<file path="src/rtl/tla_pkg.sv">
// ----------------------------------------------------------------------------
// tla_pkg
// Shared types and constants for the temperature ladder acceptance update.
// ----------------------------------------------------------------------------
package tla_pkg;

  localparam int BETA_W  = 32;   // signed q16.16 inverse temperature
  localparam int CNT_W   = 32;   // exchange counters
  localparam int ACC_W   = 17;   // acceptance ratio, unsigned q1.16
  localparam int SUM_W   = 56;   // weighted sum and prefix sums
  localparam int TERM_W  = 51;   // acceptance times beta difference
  localparam int SPAN_W  = 33;   // beta difference
  localparam int IDX_W   = 6;    // replica index port
  localparam int NUM_W   = 89;   // span magnitude times prefix magnitude
  localparam int PP_W    = 61;   // one partial product
  localparam int PP_SH   = 28;   // split point of the prefix magnitude
  localparam int QW      = 42;   // quotient bits for the ladder scaling
  localparam int LOAD_QW = 17;   // quotient bits for the acceptance ratio
  localparam int STEP_W  = 6;    // divider step counter

  // scaling quotient clamp, 2^40
  localparam logic [40:0] QBIG = 41'h100_0000_0000;

  localparam logic signed [42:0] BETA_HI = 43'sd2147483647;
  localparam logic signed [42:0] BETA_LO = -43'sd2147483648;

  typedef enum logic [1:0] {
    ST_OK   = 2'd0,
    ST_ZERO = 2'd1,
    ST_FEW  = 2'd2
  } status_t;

  typedef enum logic [3:0] {
    S_IDLE,
    S_LOAD,
    S_FETCH,
    S_WAIT,
    S_PADD,
    S_PREP,
    S_SEL,
    S_MUL0,
    S_MUL1,
    S_ADD,
    S_CHK,
    S_DIV,
    S_FIN,
    S_EMIT
  } state_t;

  typedef struct packed {
    logic start;
    logic wide;    // 1: ladder scaling quotient, 0: acceptance ratio
  } div_req_t;

  typedef struct packed {
    logic          done;
    logic [QW-1:0] quot;
  } div_rsp_t;

endpackage

</file>
<file path="src/rtl/tla_div.sv">
// ----------------------------------------------------------------------------
// tla_div
// Shared restoring divider, one quotient bit per cycle. Narrow mode gives the
// 17-bit acceptance ratio, wide mode the 42-bit ladder scaling quotient.
// ----------------------------------------------------------------------------
module tla_div (
  input  logic                      clk,
  input  logic                      rst,
  input  tla_pkg::div_req_t         req,
  input  logic [tla_pkg::NUM_W-1:0] numer,
  input  logic [tla_pkg::SUM_W-1:0] denom,
  output tla_pkg::div_rsp_t         rsp
);
  import tla_pkg::*;

  logic [SUM_W-1:0]  rem;
  logic [SUM_W-1:0]  den;
  logic [QW-1:0]     nlow;
  logic [QW-1:0]     quot;
  logic [STEP_W-1:0] steps;
  logic              busy;
  logic              done;
  logic [SUM_W:0]    trial;
  logic              fits;

  assign trial = {rem, nlow[QW-1]};
  assign fits  = trial >= {1'b0, den};

  always_ff @(posedge clk) begin
    if (rst) begin
      busy  <= 1'b0;
      done  <= 1'b0;
      steps <= '0;
    end else begin
      done <= 1'b0;
      if (req.start) begin
        busy  <= 1'b1;
        steps <= req.wide ? STEP_W'(QW) : STEP_W'(LOAD_QW);
      end else if (busy) begin
        steps <= steps - STEP_W'(1);
        if (steps == STEP_W'(1)) begin
          busy <= 1'b0;
          done <= 1'b1;
        end
      end
    end
  end

  // the starting remainder is below the divisor in narrow mode, and in wide mode whenever ovf is clear
  always_ff @(posedge clk) begin
    if (req.start) begin
      den  <= denom;
      quot <= '0;
      if (req.wide) begin
        rem  <= SUM_W'(numer[NUM_W-1:QW]);
        nlow <= numer[QW-1:0];
      end else begin
        rem  <= numer[LOAD_QW+SUM_W-1:LOAD_QW];
        nlow <= {numer[LOAD_QW-1:0], {(QW-LOAD_QW){1'b0}}};
      end
    end else if (busy) begin
      rem  <= fits ? SUM_W'(trial - {1'b0, den}) : trial[SUM_W-1:0];
      nlow <= {nlow[QW-2:0], 1'b0};
      quot <= {quot[QW-2:0], fits};
    end
  end

  assign rsp.done = done;
  assign rsp.quot = quot;

endmodule

</file>
<file path="config.mk">
export PLATFORM = sky130hd
export DESIGN_NAME = tla_div
export DESIGN_NICKNAME = d
export VERILOG_FILES = /design/src/rtl/tla_pkg.sv /design/src/rtl/tla_div.sv
export SDC_FILE = /design/constraint.sdc
export NUM_CORES = 1
export LEC_CHECK = 0
export ABC_AREA = 1
export BUFFER_PORTS_ARGS = -buffer_cell sky130_fd_sc_hd__buf_2
export CAP_MARGIN = 10
export CORE_MARGIN = 1.5
export CORE_UTILIZATION = 40
export CTS_BUF_LIST = sky130_fd_sc_hd__clkbuf_4
export CTS_CLUSTER_SIZE = 40
export DETAILED_ROUTE_END_ITERATION = 8
export GPL_TIMING_DRIVEN = 0
export HOLD_SLACK_MARGIN = 0.06
export PLACE_DENSITY = 0.66
export SYNTH_ARGS = -nofsm -noshare
export SYNTH_HDL_FRONTEND = slang
export SYNTH_SLANG_ARGS = --single-unit
</file>
<file path="constraint.sdc">
create_clock -name clk -period 4.6 [get_ports clk]
set_input_delay 0.23 -clock clk [delete_from_list [all_inputs] [get_ports clk]]
set_output_delay 0.23 -clock clk [all_outputs]
set_load 0.01 [all_outputs]
</file>
=== Word level (Yosys, flattened, before mapping) ===
Cells that the tools add are included.

* Register bits: 204
* Bits of input ports: 149
* Output and inout bits: 43
* Word-level logic and storage cells: 28

* Add/sub/neg operators: 2
* Magnitude comparators: 1
* Equal/unequal tests: 1
* Multiplexer cells: 14
* Bitwise operators: 1
* Reduce and logical (&&, ||, !) cells: 2

{| class="wikitable"
|+ Operator list
! operator !! number
|-
| $mux W56 || 4
|-
| $mux W42 || 3
|-
| $ge A57 B56 Y1 || 1
|-
| $sub A56 B56 Y56 || 1
|-
| $mux W6 || 3
|-
| $eq A6 B1 Y1 const B || 1
|-
| $sub A6 B1 Y6 const B || 1
|-
| $mux W1 || 4
|-
| $reduce_or A3 Y1 || 1
|-
| $reduce_bool A2 Y1 || 1
|-
| $not A1 Y1 || 1
|}

=== Longest topological paths before layout ===
* Word-level depth: 4
* Depth in mapped cells: 18
* Mapped depth without buffers: 17

=== Worst setup path before layout ===
OpenSTA, ideal clock, no wires.

* Kind: input port to flip-flop
* Start: in req[1] (netlist bit)
* End: reg nlow[0] (enable)
* Setup time: 0.501 ns
* Data arrival time: 3.420 ns
* Required time: 4.099 ns
* Slack: 0.679 ns
* Stages: 4
* Path buffers: 2
* Path through: buf_2 -> nor2_1 -> clkinv_1 -> clkbuf_1

* Cells in the longest elaborated chain, start to end: 1

{| class="wikitable"
|+ RTL lines
! element !! line !! RTL
|-
| start, declared || tla_div.sv:9 || <nowiki>input tla_pkg::div_req_t req,</nowiki>
|-
| $reduce_bool A2 Y1 (no line) || -- ||
|-
| end signal, assigned || tla_div.sv:56 || <nowiki>nlow <= numer[QW-1:0];</nowiki>
|-
| end signal, assigned || tla_div.sv:59 || <nowiki>nlow <= {numer[LOAD_QW-1:0], {(QW-LOAD_QW){1'b0}}};</nowiki>
|-
| end signal, assigned || tla_div.sv:63 || <nowiki>nlow <= {nlow[QW-2:0], 1'b0};</nowiki>
|-
| end, declared || tla_div.sv:18 || <nowiki>logic [QW-1:0] nlow;</nowiki>
|}

No other way between the ends.
A chain may end at the register's enable or synchronous reset.

=== Final worst setup path ===
* Start: in req[1] (netlist bit)
* End: reg rem[37], data pin

* Cells in the longest elaborated chain, start to end: 1

{| class="wikitable"
|+ RTL lines
! element !! line !! RTL
|-
| $mux W56 || tla_div.sv:51 || <nowiki>if (req.start) begin</nowiki>
|-
| end signal, assigned || tla_div.sv:55 || <nowiki>rem <= SUM_W'(numer[NUM_W-1:QW]);</nowiki>
|-
| end signal, assigned || tla_div.sv:58 || <nowiki>rem <= numer[LOAD_QW+SUM_W-1:LOAD_QW];</nowiki>
|-
| end signal, assigned || tla_div.sv:62 || <nowiki>rem <= fits ? SUM_W'(trial - {1'b0, den}) : trial[SUM_W-1:0];</nowiki>
|-
| end, declared || tla_div.sv:16 || <nowiki>logic [SUM_W-1:0] rem;</nowiki>
|}

No other way between the ends.

==> results by group <==
Clocking
  – Root Buffer: clkbuf_4
  – Clk_lat worst skew: 840 ps
  – CTS Buf Count: 56
  – PostCTS Resize Cnt: 0
  – CTS tree: done
  – Clock transition at path regs: 70 ps
  – Clk sinks: 204
  – Hold-fix buffers, CTS: 167
  – Post-CTS Setup Bufs: 0
  – # H-tree levels: 2
  – Clock tree buffer depth: 3

Synth
  – Cell count after synthesis: 1939
  – Yosys warns: 0
  – #FFs+latches synth: 204
  – Avg Cell Area, Syn: 7.01 um2
  – Mapped Nets: 2147
  – Area of the mapped netlist: ~0.014 mm2
  – Seq/Total Area, Yosys: between 40% and 50%
  – Number of library cell types mapped by synthesis: 35

Power and ir drop
  – VDD IR max: roughly 0.25 mV
  – Power Total: 7.45 mW
  – Pleak: 8.82 nW
  – Pwr dens: 425 mW/mm2

Finish
  – Non-Filler Instances: 2845
  – Final #Nets: 2565
  – Multi-input gate area: 0.00625 mm2
  – Most frequent cells in the layout: 670 x nand2_1, 382 x inv_1, 199 x nor2_1
  – Post-layout util: 52.4%
  – Share of post-route cells with drive strength above 1: between 10% and 20%
  – Area added between synthesis and finish: 28.9%
  – Reg area: around 0.0056 mm2
  – Fillers: roughly 3300
  – Most common cell after layout, fill and taps aside: nand2_1

Critical path
  – Critical path class: primary input to flop
  – R2R setup slack: 1000 ps
  – Crit-path max FO: 29
  – R2R cell count: 14
  – CP startpoint kind: primary input
  – Crit. End Element: flop
  – Critical Path RT: between 5000 and 6000 ps
  – Worst path cell trace: dlygate4sd3_1, buf_2, buf_2, clkinv_1, nor2_1, clkbuf_1, clkbuf_1, a22oi_1, dlygate4sd3_1, nand2_1
  – Worst-path cell with the longest stage delay: dlygate4sd3_1
  – Arr. time, crit path: 4310 ps
  – CP max stage delay: 690 ps

Placement
  – # port buffers: 191
  – DP HPWL: 39.6 mm
  – Placed insts: 2580
  – Placer Congestion: just under 1

Global routing
  – Total grt overflow: 0
  – Antenna violations before repair: 2
  – Vias in the first global route: 14117
  – Tot GR Track Use: 29.3%
  – First-pass GRT wire length: 78.2 mm
  – Largest net degree at the start of global routing: 59

Status
  – Status: finished clean

Routing
  – Vias/cell: around 5.0
  – Final ANT Viol Nets: 0
  – Starting DRC count in detailed routing: 937
  – Residual DRC: 0
  – Routed wire length: roughly 52 mm
  – Via count: 14236
  – Initial DRT Pass Iterations: 6
  – Wirelength per Cell: 18.1 um

Timing
  – # setup viols final: 0
  – Minimum clock period: approximately 3700 ps
  – Final Hold Violating Endpoints: 0
  – Fin crit share: between 70% and 80%
  – Fmax: between 200 and 300 MHz
  – Unrepaired setup endpoints after global routing: no
  – Max transition margin: 41.7%
  – Layout Skew: 75.8 ps
  – Final number of max-transition violations: 0
  – Worst-Margin Slew: 874 ps

Floorplanning
  – Core area: 0.0334 mm2
  – DIE AREA: 0.0351 mm2
  – Cell Rows: 67
  – Die H: 187 um
  – Die Wd: 187 um
  – Starting Density: 40.6%
  – # IOs: roughly 190

Flow run
  – Max-cap violations: 0

Worst hold path
  – Min-Delay Path Depth: 2
  – Min-delay worst type: primary input to flop
==> final timing paths <==
check | end | startpoint
setup / recovery | rem[37] | req[1]
hold / removal | den[26] | denom[26]
setup reg to reg | rem[44] | rem[44]
hold reg to reg | quot[41] | quot[41]
==> report_power, final <==
group	total, mW	switching [mW]	leakage, nW	internal, mW
clock	1.66	0.864	0.412	0.793
sequential	2.41	0.125	1.97	2.28
combinational	3.38	2.25	6.45	1.14
==> sequential cells by signal, indices dropped and copies added, names as in the netlist <==
name	flops
busy	1
quot	42
steps	6
nlow	42
rem	56
done	1
den	56
==> cell usage after synthesis (all sizes together) <==
cell    instances  area share, %
nand2         670             19
inv           391             11
nor2          202            5.6
edfxtp        154             34
nand3          81            3.0
ha             58            5.3
dfxtp          50            7.4
a21oi          49            1.8
a22oi          48            2.7
o21ai          44            1.6
o22ai          41            1.9
clkbuf         30           0.83
xnor2          25            1.6
buf            17           0.85
o211ai         17           0.94
nor3           12           0.44
nand3b          9           0.50
nand4           9           0.41
a22o            8           0.52
nor4            6           0.28
and2            4           0.18
clkinv          4           0.11
xor2            4           0.26
o21bai          3           0.17
fa              1           0.15
nor3b           1          0.055
or2             1          0.046
==> cells by family after synthesis <==
family,share of synthesized area [%]
adder cells (fa/ha/maj),5.49
flip-flops,41.4
buffers and inverters,12.6
XOR/XNOR,1.87
AO/OA/AOI/OAI,9.58
AND/OR/NAND/NOR,29.1
==> through the flow <==
step | setup TNS, ps | cell area, um2 | setup WS (ps) | hold slack, ps
2_1_floorplan | 0 | 13600 | 679 | 299
3_3_place_gp | -251140 | 15100 | -2370 | 407
3_5_place_dp | 0 | 15200 | 1070 | 408
4_1_cts | 0 | 17500 | 1040 | 60.1
5_1_grt | 0 | 17500 | 799 | 88.8
6_report | 0 | 17500 | 934 | 110
==> area by class of cell <==
type	instances	share of cell area, %
Buffer	47	1.32
Clock buffer	78	3.34
Multi-Input combinational cell	1293	35.7
Inverter	395	8.46
Antenna cell	1	0.0143
Sequential cell	204	32.1
Clock inverter	19	0.571
Timing Repair Buffer	360	15.3
Tap cell	448	3.20
==> critical path, delay by kind of cell <==
family | cells | cell delay [ps]
and+or+nand+nor | 2 | 360
buffers and inverters | 7 | 3450
AOI/OAI and AO/OA | 1 | 220
==> per-layer routing <==
layer / GRT usage [%] / share of wire [%] / wire length (um) / up-vias
met5: 0 / 0 / 0 / -
met2: 48.1 / 46 / 23600 / 597
met3: 6.10 / 8.0 / 4120 / 122
met4: 13.2 / 4.0 / 2070 / 0
li1: - / - / - / 6969
met1: 37.2 / 42 / 21800 / 6548
Note: power is estimated with default switching activity, not from simulation.
